`src/rtl/core/swrl_pkg.sv`:
```
// Shared types and constants for the sliding window rate limiter.
// Holds the field widths, register indexes, controller states and the
// command and status words passed between the controller and the datapath.
package swrl_pkg;

    // Ring and counter sizing.
    localparam int MAX_BUCKETS = 64;
    localparam int COUNT_BITS  = 32;

    // Fixed field widths.
    localparam int TIME_W      = 40;
    localparam int WIN_W       = 32;
    localparam int BKT_W       = 32;
    localparam int CFG_N_W     = 7;
    localparam int MAXC_W      = 31;
    localparam int TOTAL_OUT_W = 32;
    localparam int CFG_DATA_W  = 32;
    localparam int CFG_IDX_W   = 2;

    // Shared divider width.
    localparam int DIV_W     = 32;
    localparam int DIV_CNT_W = $clog2(DIV_W);

    // Derived ring widths.
    localparam int NB_W   = $clog2(MAX_BUCKETS + 1);
    localparam int IDX_W  = (MAX_BUCKETS > 1) ? $clog2(MAX_BUCKETS) : 1;
    localparam int CMP_W  = ((CFG_N_W > NB_W) ? CFG_N_W : NB_W) + 1;
    localparam int CMPT_W = (COUNT_BITS > MAXC_W) ? COUNT_BITS : MAXC_W;

    // Configuration register indexes.
    localparam logic [CFG_IDX_W-1:0] REG_WINDOW    = CFG_IDX_W'(0);
    localparam logic [CFG_IDX_W-1:0] REG_BUCKET    = CFG_IDX_W'(1);
    localparam logic [CFG_IDX_W-1:0] REG_BKT_COUNT = CFG_IDX_W'(2);
    localparam logic [CFG_IDX_W-1:0] REG_MAX_COUNT = CFG_IDX_W'(3);

    // Controller states.
    typedef enum logic [2:0] {
        ST_IDLE,
        ST_EVAL,
        ST_DIV,
        ST_SWEEP,
        ST_READ,
        ST_COUNT,
        ST_FINISH
    } swrl_state_t;

    // Commands from the controller to the datapath.
    typedef struct packed {
        logic load_in;
        logic eval;
        logic div_start;
        logic div_sel;
        logic take_q;
        logic take_r;
        logic clear_step;
        logic rd_cur;
        logic count;
        logic load_out;
    } swrl_cmd_t;

    // Status from the datapath to the controller.
    typedef struct packed {
        logic disabled;
        logic restart;
        logic advance;
        logic div_done;
        logic clr_done;
        logic out_free;
    } swrl_sts_t;

endpackage

```
`src/rtl/core/sliding_window_rate_limiter.sv`:
```
// Sliding window rate limiter, top level. Depends on swrl_pkg, swrl_ctrl, swrl_datapath.
// In the same bucket or on a window restart a request reads and counts the current bucket;
// when limiting is disabled the result is passed on directly. A ring advance first divides
// the elapsed time by the bucket length for the move count, then sweeps the entered buckets
// while a second division reduces it modulo the buckets in use. Requests go one at a time.
// Reset clears the control and window state and the ring valid bits at once; no clearing pass.
module sliding_window_rate_limiter
(
    input  logic                                clk,
    input  logic                                rst_n,
    input  logic                                in_valid,
    output logic                                in_stall,
    input  logic [swrl_pkg::TIME_W-1:0]         now_us,
    output logic                                out_valid,
    input  logic                                out_stall,
    output logic                                restricted,
    output logic [swrl_pkg::TOTAL_OUT_W-1:0]    window_total,
    input  logic                                cfg_wr_en,
    input  logic [swrl_pkg::CFG_IDX_W-1:0]      cfg_index,
    input  logic [swrl_pkg::CFG_DATA_W-1:0]     cfg_data
);

    swrl_pkg::swrl_cmd_t cmd;
    swrl_pkg::swrl_sts_t sts;

    // Request sequencer.
    swrl_ctrl u_ctrl
    (
        .clk      (clk),
        .rst_n    (rst_n),
        .in_valid (in_valid),
        .in_stall (in_stall),
        .sts      (sts),
        .cmd      (cmd)
    );

    // Window state, bucket ring and result path.
    swrl_datapath u_datapath
    (
        .clk          (clk),
        .rst_n        (rst_n),
        .cmd          (cmd),
        .sts          (sts),
        .cfg_wr_en    (cfg_wr_en),
        .cfg_index    (cfg_index),
        .cfg_data     (cfg_data),
        .now_us       (now_us),
        .out_stall    (out_stall),
        .out_valid    (out_valid),
        .restricted   (restricted),
        .window_total (window_total)
    );

endmodule

```
`src/rtl/core/swrl_div.sv`:
```
// Iterative restoring divider, one quotient bit per cycle.
// Depends on swrl_pkg for the operand width.
module swrl_div
(
    input  logic                       clk,
    input  logic                       rst_n,
    input  logic                       start,
    input  logic [swrl_pkg::DIV_W-1:0] dividend,
    input  logic [swrl_pkg::DIV_W-1:0] divisor,
    output logic [swrl_pkg::DIV_W-1:0] quotient,
    output logic [swrl_pkg::DIV_W-1:0] remainder,
    output logic                       done
);

    logic [swrl_pkg::DIV_W-1:0]     quo_reg;
    logic [swrl_pkg::DIV_W-1:0]     rem_reg;
    logic [swrl_pkg::DIV_CNT_W-1:0] cnt_reg;
    logic                           busy_reg;
    logic                           done_reg;
    logic [swrl_pkg::DIV_W:0]       trial;
    logic [swrl_pkg::DIV_W:0]       diff;
    logic                           fits;

    // Shift the next dividend bit into the partial remainder and try the subtract.
    assign trial = {rem_reg, quo_reg[swrl_pkg::DIV_W-1]};
    assign diff  = trial - {1'b0, divisor};
    assign fits  = trial >= {1'b0, divisor};

    // Control: iteration count, busy and a done level held until the next start.
    always_ff @(posedge clk or negedge rst_n)
    begin
        if (!rst_n)
        begin
            cnt_reg  <= '0;
            busy_reg <= 1'b0;
            done_reg <= 1'b0;
        end
        else if (start)
        begin
            cnt_reg  <= '0;
            busy_reg <= 1'b1;
            done_reg <= 1'b0;
        end
        else if (busy_reg)
        begin
            cnt_reg <= cnt_reg + swrl_pkg::DIV_CNT_W'(1);
            if (cnt_reg == swrl_pkg::DIV_CNT_W'(swrl_pkg::DIV_W - 1))
            begin
                busy_reg <= 1'b0;
                done_reg <= 1'b1;
            end
        end
    end

    // Datapath: quotient shifts in from the bottom as the dividend shifts out.
    always_ff @(posedge clk)
    begin
        if (start)
        begin
            quo_reg <= dividend;
            rem_reg <= '0;
        end
        else if (busy_reg)
        begin
            quo_reg <= {quo_reg[swrl_pkg::DIV_W-2:0], fits};
            rem_reg <= fits ? diff[swrl_pkg::DIV_W-1:0] : trial[swrl_pkg::DIV_W-1:0];
        end
    end

    assign quotient  = quo_reg;
    assign remainder = rem_reg;
    assign done      = done_reg;

endmodule

```
`src/rtl/core/swrl_datapath.sv`:
```
// Datapath of the rate limiter: configuration registers, window state,
// bucket counter memory with valid bits, shared divider and result registers.
// Depends on swrl_pkg and swrl_div.
module swrl_datapath
(
    input  logic                                clk,
    input  logic                                rst_n,
    input  swrl_pkg::swrl_cmd_t                 cmd,
    output swrl_pkg::swrl_sts_t                 sts,
    input  logic                                cfg_wr_en,
    input  logic [swrl_pkg::CFG_IDX_W-1:0]      cfg_index,
    input  logic [swrl_pkg::CFG_DATA_W-1:0]     cfg_data,
    input  logic [swrl_pkg::TIME_W-1:0]         now_us,
    input  logic                                out_stall,
    output logic                                out_valid,
    output logic                                restricted,
    output logic [swrl_pkg::TOTAL_OUT_W-1:0]    window_total
);

    // Configuration registers.
    logic [swrl_pkg::WIN_W-1:0]   win_reg;
    logic [swrl_pkg::BKT_W-1:0]   bkt_reg;
    logic [swrl_pkg::CFG_N_W-1:0] nbkt_reg;
    logic [swrl_pkg::MAXC_W-1:0]  maxc_reg;

    // Window state.
    logic [swrl_pkg::TIME_W-1:0]     now_reg;
    logic [swrl_pkg::TIME_W-1:0]     start_reg;
    logic [swrl_pkg::IDX_W-1:0]      cur_reg;
    logic [swrl_pkg::COUNT_BITS-1:0] total_reg;
    logic [swrl_pkg::MAX_BUCKETS-1:0] valid_reg;

    // Bucket counter memory and its registered read port.
    logic [swrl_pkg::COUNT_BITS-1:0] cnt_mem [swrl_pkg::MAX_BUCKETS];
    logic [swrl_pkg::COUNT_BITS-1:0] rd_data_reg;
    logic                            rd_vld_reg;
    logic [swrl_pkg::IDX_W-1:0]      rd_addr;

    // Sweep state.
    logic [swrl_pkg::NB_W-1:0]  clr_cnt_reg;
    logic [swrl_pkg::IDX_W-1:0] clr_idx_reg;
    logic                       sub_pend_reg;

    // Result and output registers.
    logic                            res_restricted_reg;
    logic [swrl_pkg::COUNT_BITS-1:0] res_total_reg;
    logic                            out_valid_reg;
    logic                            restricted_reg;
    logic [swrl_pkg::TOTAL_OUT_W-1:0] window_total_reg;

    // Combinational terms.
    logic                            wipe;
    logic [swrl_pkg::NB_W-1:0]       n_eff;
    logic                            enabled;
    logic [swrl_pkg::TIME_W:0]       diff;
    logic [swrl_pkg::TIME_W-1:0]     elapsed;
    logic                            restart;
    logic                            advance;
    logic [swrl_pkg::DIV_W-1:0]      div_dividend;
    logic [swrl_pkg::DIV_W-1:0]      div_divisor;
    logic [swrl_pkg::DIV_W-1:0]      div_quo;
    logic [swrl_pkg::DIV_W-1:0]      div_rem;
    logic                            div_done;
    logic                            step_en;
    logic [swrl_pkg::CMP_W-1:0]      step_inc;
    logic [swrl_pkg::IDX_W-1:0]      step_nxt;
    logic [swrl_pkg::CMP_W-1:0]      idx_sum;
    logic [swrl_pkg::CMP_W-1:0]      idx_wrap;
    logic                            cur_out;
    logic [swrl_pkg::COUNT_BITS-1:0] bkt_val;
    logic [swrl_pkg::COUNT_BITS-1:0] bkt_inc;
    logic [swrl_pkg::COUNT_BITS-1:0] total_inc;
    logic [swrl_pkg::COUNT_BITS-1:0] total_sub;
    logic                            refuse;
    logic                            out_free;

    // A register write or a window restart clears the whole ring.
    assign wipe = cfg_wr_en || (cmd.eval && enabled && restart);

    // Buckets in use, limited to the size of the ring.
    assign n_eff = (swrl_pkg::CMP_W'(nbkt_reg) > swrl_pkg::CMP_W'(swrl_pkg::MAX_BUCKETS))
                 ? swrl_pkg::NB_W'(swrl_pkg::MAX_BUCKETS) : swrl_pkg::NB_W'(nbkt_reg);

    assign enabled = (win_reg != '0) && (bkt_reg != '0) && (n_eff != '0) && (maxc_reg != '0);

    // Elapsed time; the borrow bit flags a request before the window start.
    assign diff    = {1'b0, now_reg} - {1'b0, start_reg};
    assign elapsed = diff[swrl_pkg::TIME_W-1:0];
    assign restart = diff[swrl_pkg::TIME_W] || (elapsed >= swrl_pkg::TIME_W'(win_reg));
    assign advance = elapsed > swrl_pkg::TIME_W'(bkt_reg);

    // The divider first yields elapsed / bucket length, then moves mod buckets in use.
    assign div_dividend = cmd.div_sel ? div_quo : elapsed[swrl_pkg::DIV_W-1:0];
    assign div_divisor  = cmd.div_sel ? swrl_pkg::DIV_W'(n_eff) : swrl_pkg::DIV_W'(bkt_reg);

    swrl_div u_div
    (
        .clk       (clk),
        .rst_n     (rst_n),
        .start     (cmd.div_start),
        .dividend  (div_dividend),
        .divisor   (div_divisor),
        .quotient  (div_quo),
        .remainder (div_rem),
        .done      (div_done)
    );

    // Sweep step: move to the next slot of the ring and retire it.
    assign step_en  = cmd.clear_step && (clr_cnt_reg != '0);
    assign step_inc = swrl_pkg::CMP_W'(clr_idx_reg) + swrl_pkg::CMP_W'(1);
    assign step_nxt = (step_inc >= swrl_pkg::CMP_W'(n_eff))
                    ? '0 : swrl_pkg::IDX_W'(step_inc);

    // Final index is the start index plus the move count modulo the buckets in use, wrapped once.
    assign idx_sum  = swrl_pkg::CMP_W'(cur_reg) + swrl_pkg::CMP_W'(div_rem);
    assign idx_wrap = (idx_sum >= swrl_pkg::CMP_W'(n_eff))
                    ? idx_sum - swrl_pkg::CMP_W'(n_eff) : idx_sum;
    assign cur_out  = swrl_pkg::CMP_W'(cur_reg) >= swrl_pkg::CMP_W'(n_eff);

    // Bucket value as read; an entry without its valid bit reads as zero.
    assign bkt_val   = rd_vld_reg ? rd_data_reg : '0;
    assign bkt_inc   = (bkt_val == '1) ? bkt_val : bkt_val + swrl_pkg::COUNT_BITS'(1);
    assign total_inc = (total_reg == '1) ? total_reg : total_reg + swrl_pkg::COUNT_BITS'(1);
    assign total_sub = (bkt_val > total_reg) ? '0 : total_reg - bkt_val;
    assign refuse    = swrl_pkg::CMPT_W'(total_reg) > swrl_pkg::CMPT_W'(maxc_reg);

    assign rd_addr  = step_en ? step_nxt : cur_reg;
    assign out_free = !out_valid_reg || !out_stall;

    // Configuration registers.
    always_ff @(posedge clk or negedge rst_n)
    begin
        if (!rst_n)
        begin
            win_reg  <= '0;
            bkt_reg  <= '0;
            nbkt_reg <= '0;
            maxc_reg <= '0;
        end
        else if (cfg_wr_en)
        begin
            unique case (cfg_index)
                swrl_pkg::REG_WINDOW:    win_reg  <= swrl_pkg::WIN_W'(cfg_data);
                swrl_pkg::REG_BUCKET:    bkt_reg  <= swrl_pkg::BKT_W'(cfg_data);
                swrl_pkg::REG_BKT_COUNT: nbkt_reg <= swrl_pkg::CFG_N_W'(cfg_data);
                swrl_pkg::REG_MAX_COUNT: maxc_reg <= swrl_pkg::MAXC_W'(cfg_data);
            endcase
        end
    end

    // Window start time.
    always_ff @(posedge clk or negedge rst_n)
    begin
        if (!rst_n)
        begin
            start_reg <= '0;
        end
        else if (cmd.eval && enabled && restart)
        begin
            start_reg <= now_reg;
        end
        else if (cmd.take_q)
        begin
            start_reg <= now_reg - swrl_pkg::TIME_W'(div_rem);
        end
    end

    // Current bucket index.
    always_ff @(posedge clk or negedge rst_n)
    begin
        if (!rst_n)
        begin
            cur_reg <= '0;
        end
        else if (wipe)
        begin
            cur_reg <= '0;
        end
        else if (cmd.eval && enabled && cur_out)
        begin
            cur_reg <= '0;
        end
        else if (cmd.take_r)
        begin
            cur_reg <= swrl_pkg::IDX_W'(idx_wrap);
        end
    end

    // Running total: retired buckets come out, admitted requests go in.
    always_ff @(posedge clk or negedge rst_n)
    begin
        if (!rst_n)
        begin
            total_reg <= '0;
        end
        else if (wipe)
        begin
            total_reg <= '0;
        end
        else if (sub_pend_reg)
        begin
            total_reg <= total_sub;
        end
        else if (cmd.count && !refuse)
        begin
            total_reg <= total_inc;
        end
    end

    // Bucket valid bits: cleared together on a wipe, one at a time by the sweep.
    always_ff @(posedge clk or negedge rst_n)
    begin
        if (!rst_n)
        begin
            valid_reg <= '0;
        end
        else if (wipe)
        begin
            valid_reg <= '0;
        end
        else if (step_en)
        begin
            valid_reg[step_nxt] <= 1'b0;
        end
        else if (cmd.count && !refuse)
        begin
            valid_reg[cur_reg] <= 1'b1;
        end
    end

    // Sweep counter and pending subtract.
    always_ff @(posedge clk or negedge rst_n)
    begin
        if (!rst_n)
        begin
            clr_cnt_reg  <= '0;
            sub_pend_reg <= 1'b0;
        end
        else
        begin
            sub_pend_reg <= step_en;
            if (cmd.take_q)
            begin
                clr_cnt_reg <= (div_quo < swrl_pkg::DIV_W'(n_eff))
                             ? swrl_pkg::NB_W'(div_quo) : n_eff;
            end
            else if (step_en)
            begin
                clr_cnt_reg <= clr_cnt_reg - swrl_pkg::NB_W'(1);
            end
        end
    end

    // Request time and sweep position.
    always_ff @(posedge clk)
    begin
        if (cmd.load_in)
        begin
            now_reg <= now_us;
        end
        if (cmd.take_q)
        begin
            clr_idx_reg <= cur_reg;
        end
        else if (step_en)
        begin
            clr_idx_reg <= step_nxt;
        end
    end

    // Bucket memory: one write port for the count, one registered read port.
    always_ff @(posedge clk)
    begin
        if (cmd.count && !refuse)
        begin
            cnt_mem[cur_reg] <= bkt_inc;
        end
        if (step_en || cmd.rd_cur)
        begin
            rd_data_reg <= cnt_mem[rd_addr];
            rd_vld_reg  <= valid_reg[rd_addr];
        end
    end

    // Result of the current request.
    always_ff @(posedge clk)
    begin
        if (cmd.eval && !enabled)
        begin
            res_restricted_reg <= 1'b0;
            res_total_reg      <= total_reg;
        end
        else if (cmd.count)
        begin
            res_restricted_reg <= refuse;
            res_total_reg      <= refuse ? total_reg : total_inc;
        end
    end

    // Output word register.
    always_ff @(posedge clk or negedge rst_n)
    begin
        if (!rst_n)
        begin
            out_valid_reg <= 1'b0;
        end
        else if (cmd.load_out)
        begin
            out_valid_reg <= 1'b1;
        end
        else if (!out_stall)
        begin
            out_valid_reg <= 1'b0;
        end
    end

    always_ff @(posedge clk)
    begin
        if (cmd.load_out)
        begin
            restricted_reg   <= res_restricted_reg;
            window_total_reg <= swrl_pkg::TOTAL_OUT_W'(res_total_reg);
        end
    end

    // Status to the controller.
    always_comb
    begin
        sts.disabled = !enabled;
        sts.restart  = restart;
        sts.advance  = advance;
        sts.div_done = div_done;
        sts.clr_done = (clr_cnt_reg == '0);
        sts.out_free = out_free;
    end

    assign out_valid    = out_valid_reg;
    assign restricted   = restricted_reg;
    assign window_total = window_total_reg;

endmodule

```
`src/rtl/core/swrl_ctrl.sv`:
```
// Controller state machine of the rate limiter.
// Sequences one request at a time; depends on swrl_pkg for states and command words.
module swrl_ctrl
(
    input  logic                clk,
    input  logic                rst_n,
    input  logic                in_valid,
    output logic                in_stall,
    input  swrl_pkg::swrl_sts_t sts,
    output swrl_pkg::swrl_cmd_t cmd
);

    swrl_pkg::swrl_state_t state_reg;
    swrl_pkg::swrl_state_t state_next;

    // State register.
    always_ff @(posedge clk or negedge rst_n)
    begin
        if (!rst_n)
        begin
            state_reg <= swrl_pkg::ST_IDLE;
        end
        else
        begin
            state_reg <= state_next;
        end
    end

    // Next state and commands.
    always_comb
    begin
        state_next = state_reg;
        cmd        = '0;
        unique case (state_reg)
            swrl_pkg::ST_IDLE:
            begin
                if (in_valid)
                begin
                    cmd.load_in = 1'b1;
                    state_next  = swrl_pkg::ST_EVAL;
                end
            end
            swrl_pkg::ST_EVAL:
            begin
                cmd.eval = 1'b1;
                priority if (sts.disabled)
                begin
                    state_next = swrl_pkg::ST_FINISH;
                end
                else if (sts.restart)
                begin
                    state_next = swrl_pkg::ST_READ;
                end
                else if (sts.advance)
                begin
                    cmd.div_start = 1'b1;
                    state_next    = swrl_pkg::ST_DIV;
                end
                else
                begin
                    state_next = swrl_pkg::ST_READ;
                end
            end
            swrl_pkg::ST_DIV:
            begin
                // Take the move count, then divide it by the buckets in use
                // while the sweep retires the entered slots.
                if (sts.div_done)
                begin
                    cmd.take_q    = 1'b1;
                    cmd.div_start = 1'b1;
                    cmd.div_sel   = 1'b1;
                    state_next    = swrl_pkg::ST_SWEEP;
                end
            end
            swrl_pkg::ST_SWEEP:
            begin
                cmd.clear_step = 1'b1;
                cmd.div_sel    = 1'b1;
                if (sts.clr_done && sts.div_done)
                begin
                    cmd.take_r = 1'b1;
                    state_next = swrl_pkg::ST_READ;
                end
            end
            swrl_pkg::ST_READ:
            begin
                cmd.rd_cur = 1'b1;
                state_next = swrl_pkg::ST_COUNT;
            end
            swrl_pkg::ST_COUNT:
            begin
                cmd.count  = 1'b1;
                state_next = swrl_pkg::ST_FINISH;
            end
            swrl_pkg::ST_FINISH:
            begin
                if (sts.out_free)
                begin
                    cmd.load_out = 1'b1;
                    state_next   = swrl_pkg::ST_IDLE;
                end
            end
            default:
            begin
                state_next = swrl_pkg::ST_IDLE;
            end
        endcase
    end

    assign in_stall = (state_reg != swrl_pkg::ST_IDLE);

endmodule
```
`config.mk`:
```
export PLATFORM = sky130hd
export DESIGN_NAME = sliding_window_rate_limiter
export DESIGN_NICKNAME = d
export VERILOG_FILES = /design/src/rtl/core/swrl_pkg.sv /design/src/rtl/core/sliding_window_rate_limiter.sv /design/src/rtl/core/swrl_div.sv /design/src/rtl/core/swrl_datapath.sv /design/src/rtl/core/swrl_ctrl.sv
export SDC_FILE = /design/constraint.sdc
export NUM_CORES = 2
export LEC_CHECK = 0
export BUFFER_PORTS_ARGS = -buffer_cell sky130_fd_sc_hd__buf_2
export CAP_MARGIN = 25
export CORE_MARGIN = 1.5
export CORE_UTILIZATION = 32
export CTS_CLUSTER_SIZE = 8
export DETAILED_ROUTE_END_ITERATION = 10
export GPL_TIMING_DRIVEN = 0
export PLACE_DENSITY = 0.45
export SLEW_MARGIN = 20
export SYNTH_ARGS = -nofsm -noshare
export SYNTH_HDL_FRONTEND = slang
export SYNTH_HIERARCHICAL = 1
export SYNTH_SLANG_ARGS = --single-unit
```
`constraint.sdc`:
```
create_clock -name clk -period 6.6 [get_ports clk]
set_input_delay 0.99 -clock clk [delete_from_list [all_inputs] [get_ports clk]]
set_output_delay 0.99 -clock clk [all_outputs]
set_load 0.01 [all_outputs]
```
== After elaboration in Yosys (flattened, before gate mapping) ==
Memories as Yosys holds them, arrays and structs flattened. A register that Yosys moved wholly into a read port is not among the register bits.
Cells that the tools add are included.

* Add/sub/neg operators: 11
* $mul: 0
* Divide/modulo/power cells: 0
* Magnitude comparators: 15
* Equality and inequality tests: 18
* Shift-type cells: 0
* Multiplexer cells: 74
* Bitwise gates (word level): 3
* Reduce and logical (&&, ||, !) cells: 44

{| class="wikitable"
|+ Operators by type and width
! kind !! number
|-
| 32-bit two-way mux || 15
|-
| 64-bit two-way mux || 3
|-
| 40-bit two-way mux || 2
|-
| 32-bit by 1-bit adder with 32-bit output (second input constant) || 2
|-
| 64-bit AND || 1
|-
| 32-bit equality test (second input constant) || 2
|-
| 64-bit inverter || 1
|-
| 64-bit OR || 1
|-
| 32-bit nonzero test || 2
|-
| 32-bit subtractor || 2
|-
| 6-bit two-way mux || 8
|-
| 40-bit by 40-bit subtractor with 41-bit output || 1
|-
| 40-bit by 32-bit >= comparator with 1-bit output || 1
|-
| 40-bit by 32-bit > comparator with 1-bit output || 1
|-
| 40-bit by 32-bit subtractor with 40-bit output || 1
|-
| 33-bit by 32-bit >= comparator with 1-bit output || 1
|-
| 32-bit by 31-bit > comparator with 1-bit output || 1
|-
| 32-bit > comparator || 1
|-
| 32-bit by 7-bit < comparator with 1-bit output || 1
|-
| 31-bit nonzero test || 1
|-
| 7-bit two-way mux || 4
|-
| 1-bit two-way mux || 25
|-
| 3-bit two-way mux || 8
|-
| 6-bit by 7-bit < comparator with 1-bit output (second input constant) || 3
|-
| other kinds (35) || 77
|}

* Register bits: 440
* Bits in latches: 0
* Memory bits (writable): 2048
* ROM bits: 0
* Output and inout port bits: 35
* Logic and storage cells: 190
* Memories kept: 1

{| class="wikitable"
|+ Memory list
! name !! depth !! width !! rd ports !! clocked after Yosys merged registers in !! write ports !! RTL line !! text
|-
| u_datapath.cnt_mem || 64 || 32 || 1 || 1 || 1 || swrl_datapath.sv:34 || <nowiki>logic [swrl_pkg::COUNT_BITS-1:0] cnt_mem [swrl_pkg::MAX_BUCKETS];</nowiki>
|}

== Depth between registers and ports, before layout ==
* Depth after elaboration: 12
* Mapped depth: 33
* Depth with buffers taken out: 29

== Cells and area by module ==
Netlist, hierarchy kept.

{| class="wikitable"
|+ By module, submodules not included
! module !! instances !! cells each !! area each (µm²) !! seq. area each (µm²)
|-
| swrl_datapath || 1 || 8609 || 108569.1 || 72174.2
|-
| swrl_div || 1 || 533 || 4939.7 || 1776.7
|-
| swrl_ctrl || 1 || 38 || 267.8 || 75.1
|}

== Worst setup path after synthesis ==
OpenSTA, ideal clock, no wires.

* Path kind: flip-flop to flip-flop
* From: register u_datapath/now_reg[10] in the netlist's numbering
* To: register u_datapath.u_div.quo_reg (netlist bit u_datapath/u_div/quotient[0]), enable pin
* Setup time: 375 ps
* Arrival: 6099 ps
* Required time: 6225 ps
* Setup slack: 127 ps
* Stages on the path, launching flop included: 29
* Clock period less this slack: 6473 ps
* Cell sequence: edfxtp_1 ha_1 clkbuf_1 a221oi_1 o21ai_0 a221o_1 nor2b_1 o21ai_0 a21oi_1 o21ai_0 a21o_1 a21oi_1 xnor2_1 ha_1 a21o_1 a21o_1 a21oi_1 o21ai_0 a21oi_1 nand3b_1 nor2_1 inv_1 buf_4 or3b_1 or3_1 a21oi_2 clkbuf_1 clkbuf_1 or2_2

{| class="wikitable"
|+ RTL lines
! what !! RTL line !! text
|-
| start, declared || swrl_datapath.sv:27 || <nowiki>logic [swrl_pkg::TIME_W-1:0] now_reg;</nowiki>
|-
| start signal, assigned || swrl_datapath.sv:259 || <nowiki>now_reg <= now_us;</nowiki>
|-
| end signal, assigned || swrl_div.sv:60 || <nowiki>quo_reg <= dividend;</nowiki>
|-
| end signal, assigned || swrl_div.sv:65 || <nowiki>quo_reg <= {quo_reg[swrl_pkg::DIV_W-2:0], fits};</nowiki>
|-
| end, declared || swrl_div.sv:15 || <nowiki>logic [swrl_pkg::DIV_W-1:0] quo_reg;</nowiki>
|}

== Final worst setup path ==
* From: register u_datapath/clr_idx_reg[0] in the netlist's numbering
* To: register u_datapath/rd_data_reg[20] in the netlist's numbering (read register of u_datapath.cnt_mem) (data pin)

* Cells in the longest elaborated chain, start to end: 4

{| class="wikitable"
|+ RTL lines
! what !! RTL line !! text
|-
| start, declared || swrl_datapath.sv:41 || <nowiki>logic [swrl_pkg::IDX_W-1:0] clr_idx_reg;</nowiki>
|-
| start signal, assigned || swrl_datapath.sv:263 || <nowiki>clr_idx_reg <= cur_reg;</nowiki>
|-
| start signal, assigned || swrl_datapath.sv:267 || <nowiki>clr_idx_reg <= step_nxt;</nowiki>
|-
| 6-bit by 1-bit adder with 7-bit output (*) || swrl_datapath.sv:110 || <nowiki>assign step_inc = swrl_pkg::CMP_W'(clr_idx_reg) + swrl_pkg::CMP_W'(1);</nowiki>
|-
| 7-bit >= comparator || swrl_datapath.sv:111 || <nowiki>assign step_nxt = (step_inc >= swrl_pkg::CMP_W'(n_eff))</nowiki>
|-
| 6-bit two-way mux (*) || swrl_datapath.sv:112 || <nowiki>? '0 : swrl_pkg::IDX_W'(step_inc);</nowiki>
|-
| 6-bit two-way mux (*) || swrl_datapath.sv:127 || <nowiki>assign rd_addr = step_en ? step_nxt : cur_reg;</nowiki>
|-
| end, declared || swrl_datapath.sv:35 || <nowiki>logic [swrl_pkg::COUNT_BITS-1:0] rd_data_reg;</nowiki>
|}

Mark *: on every way between the ends. The rest lies on a longest branch, timed or not.
A chain may end at the register's enable or synchronous reset.

==> qor.csv <==
metric,value,unit
ys flop type,edfxtp_1,
status,"finished, final reports clean",
Largest register FFs,2048,
"leading cell type in the layout, fill and taps excluded",edfxtp_1,
"Avg Cell Area, Syn",12.4,um^2
Area Overhead vs Synth,19.8,%
number of global-route vias before repair,77976,
most frequent cells in the layout,"edfxtp_1, nand2_1, nand3_1, a21oi_1, mux2i_1",
Cells after Synth,9180,
remaining antenna violation count,0,
DRC,0,
GR Util met3,3.83,%
relative slew slack,11.7,%
TritonCTS sink count,2520,
IO Count,114,
sequential cell area fraction in the yosys report,65.1,%
DP Wirelength,324000,um
total number of vias,81304,
Tmin final,6.53,ns
post-synthesis net count,9535,
first-pass GRT wire length,606000,um
layout cells sized above 1,14.6,%
Placer Congestion,0.942,
Initial Util,32.2,%
peak supply drop,0.243,mV
CTS tree,yes,
"Hold Vio Cnt, Final",0,
number of synthesis warnings,6,
Worst path max stage delay,0.71,ns
CP required,7.32,ns
"delay-heaviest family, CP",compound AO/OA/AOI/OAI gates,
Max Fanout on Critical Path,10,
Synth Register Bits,2520,
1st-pass router iterations,7,
GRT busiest layer,met2,
CP Cell Sequence,"ha_1, nand3_1, xor2_2, inv_1, ha_1, a21o_1, a21oi_1, nor2b_1, a21o_1, nor2_1, nand2_1, o21ai_2, nand2_1, clkbuf_1, clkbuf_1, a21oi_1, a211o_1",
Rows,218,
Max Slew Vio Count,0,
Crit Path Class,flop to flop,
Nets,10265,
total of max-cap violations,0,
total gr overflow,0,
die footprint,359000,um^2
Max Clk Rate,153,MHz
top cell type by total area after synthesis,edfxtp_1,
RSZ-0062 raised after global routing,true,
Die Width,599,um
cell leakage power,50.8,nW
Synth area leaders,"edfxtp_1, dfrtp_1, nand2_1, mux2i_1, ha_1",
"Clk pin slew, worst setup/hold paths",0.05,ns
final WL,438000,um
M2 GR Usage,37.4,%
Iter 0 DRT Violations,9599,
P per Cell Area,355,nW/um^2
antenna violations before repair,29,
ys async rst share,10.4,%
area of the core,353000,um^2
CTS H-tree depth,5,
"Distinct cells, synth",103,
worst-skew pair later-pin latency,0.99,ns
Startpoint Class,flop,
worst slew pin tran,1.31,ns
maximum clock insertion buffer count,4,
IO Port Bufs,112,
Die H,599,um
"Arr. time, crit path",7.26,ns
largest net degree at the start of global routing,93,
met1 GRT Util,32.6,%
Crit path buffers/inverters,3,
crit end category,flop,
Hold Worst Slack,0.212,ns
Final Skew,0.0681,ns
WL per Instance,29.7,um
"Max stage delay cell, worst path",a21oi_1,
Post-synth EDFFs,2224,
DR vias/cell,5.50,
setup_tns,0,ns
Tightest Hold Check Type,input port to flop,
Num CTS Buffers,356,
root buf cell,clkbuf_16,
Post-Syn Area,114000,um^2
Tcrit/Tclk final,99.0,%
Total GRT Usage,23.8,%
Final Setup Violations,0,
area share of the largest cell type after synthesis,58.7,%
-- report_power, final --
| part | internal (mW) | total (mW) | switching [mW] |
|---|---|---|---|
| logic | 4.38 | 12.0 | 7.64 |
| clock network | 9.98 | 16.8 | 6.82 |
| registers | 19.2 | 19.6 | 0.426 |
-- cell type report --
| type | count | area [um^2] |
|---|---|---|
| fill | 33439 | 217000 |
| timing repair buffer | 377 | 5270 |
| inverter | 278 | 1050 |
| clock inverter | 21 | 345 |
| sequential | 2520 | 74000 |
| buffer | 522 | 2720 |
| tap | 4730 | 5920 |
| antenna | 12 | 30.0 |
| multi-input combinational | 5855 | 37500 |
| clock buffer | 457 | 9530 |
-- layer usage --
metal | up-vias | wire (um) | share of wire [%]
li1 | 35603 | - | -
met5 | - | 56 | 0.013
met2 | 3536 | 198000 | 45
met3 | 770 | 33600 | 7.7
met1 | 41387 | 186000 | 43
met4 | 8 | 20300 | 4.6
-- Yosys cell counts (all sizes together), types with 27 or more instances --
| library cell | count |
|---|---|
| nor4 | 58 |
| a21oi | 589 |
| o21a | 47 |
| or3 | 36 |
| and3 | 31 |
| a31oi | 43 |
| buf | 317 |
| nand2b | 42 |
| nor2b | 27 |
| a41oi | 63 |
| and2 | 33 |
| dfxtp | 33 |
| dfrtp | 263 |
| mux2 | 173 |
| nand4 | 93 |
| nor3 | 162 |
| ha | 270 |
| nand3 | 659 |
| edfxtp | 2224 |
| xnor2 | 133 |
| inv | 277 |
| a21o | 84 |
| clkbuf | 212 |
| o22ai | 195 |
| xor2 | 73 |
| o221ai | 46 |
| mux2i | 447 |
| nor2 | 344 |
| a22oi | 58 |
| a211oi | 45 |
| nand2 | 1566 |
| o21ai | 224 |
-- worst reg2reg max path, stage by stage (launching register included) --
cell and delay [ns]:
edfxtp_1 0.41, ha_1 0.28, nand3_1 0.15, xor2_2 0.49, inv_1 0.18, ha_1 0.32
a21o_1 0.16, a21oi_1 0.15, nor2b_1 0.09, a21o_1 0.19, nor2_1 0.47, nand2_1 0.23
o21ai_2 0.61, nand2_1 0.29, clkbuf_1 0.59, clkbuf_1 0.59, a21oi_1 0.73, a211o_1 0.40
-- cell families after synthesis --
logic type	after synthesis	share of synthesized area (%)
mux	620	5.64
fa+ha+maj	276	3.07
flops	2520	65.1
simple gates	3133	12.3
buf+inv	807	3.24
compound gates	1618	9.10
xor+xnor	206	1.59
-- metrics by stage --
stage                     setup slack [ns]  total power, mW  utilization [%]  cells  instance area [um^2]
final                               0.0655             48.5             38.6  14772                136000
after global routing               -0.0485             50.4             38.6  14761                136000
after CTS                          0.00331             48.6             38.5  14744                136000
after detailed placement             -3.32             31.2             35.5  14240                125000
after global placement               -6.38             30.5             34.0  14022                120000
after floorplan                      0.127             26.3                -   9180                114000
-- repair_timing --
action                     4_1_cts  5_1_grt
pin swaps                       31       22
hold endpoints to repair         6        0
gates cloned                     2        0
resized for setup              107       37
setup endpoints to repair      268       92
setup buffers                   30       10
hold buffers                     1        0
-- final timing paths --
| path | slack [ns] | from | endpoint | cells after the start |
|---|---|---|---|---|
| max in group asynchronous | 4.49 | rst_n | u_datapath/valid_reg[48] | 5 |
| min | 0.21 | now_us[25] | u_datapath/now_reg[25] | 1 |
| min in group asynchronous | 0.42 | rst_n | u_datapath/start_reg[23] | 2 |
| max reg2reg | 0.07 | u_datapath/clr_idx_reg[0] | u_datapath/rd_data_reg[20] | 17 |
| min reg2reg | 0.39 | u_datapath/res_total_reg[26] | u_datapath/window_total[26] | 0 |
| max | 0.07 | u_datapath/clr_idx_reg[0] | u_datapath/rd_data_reg[20] | 17 |
(Power assumes the default switching activity.)
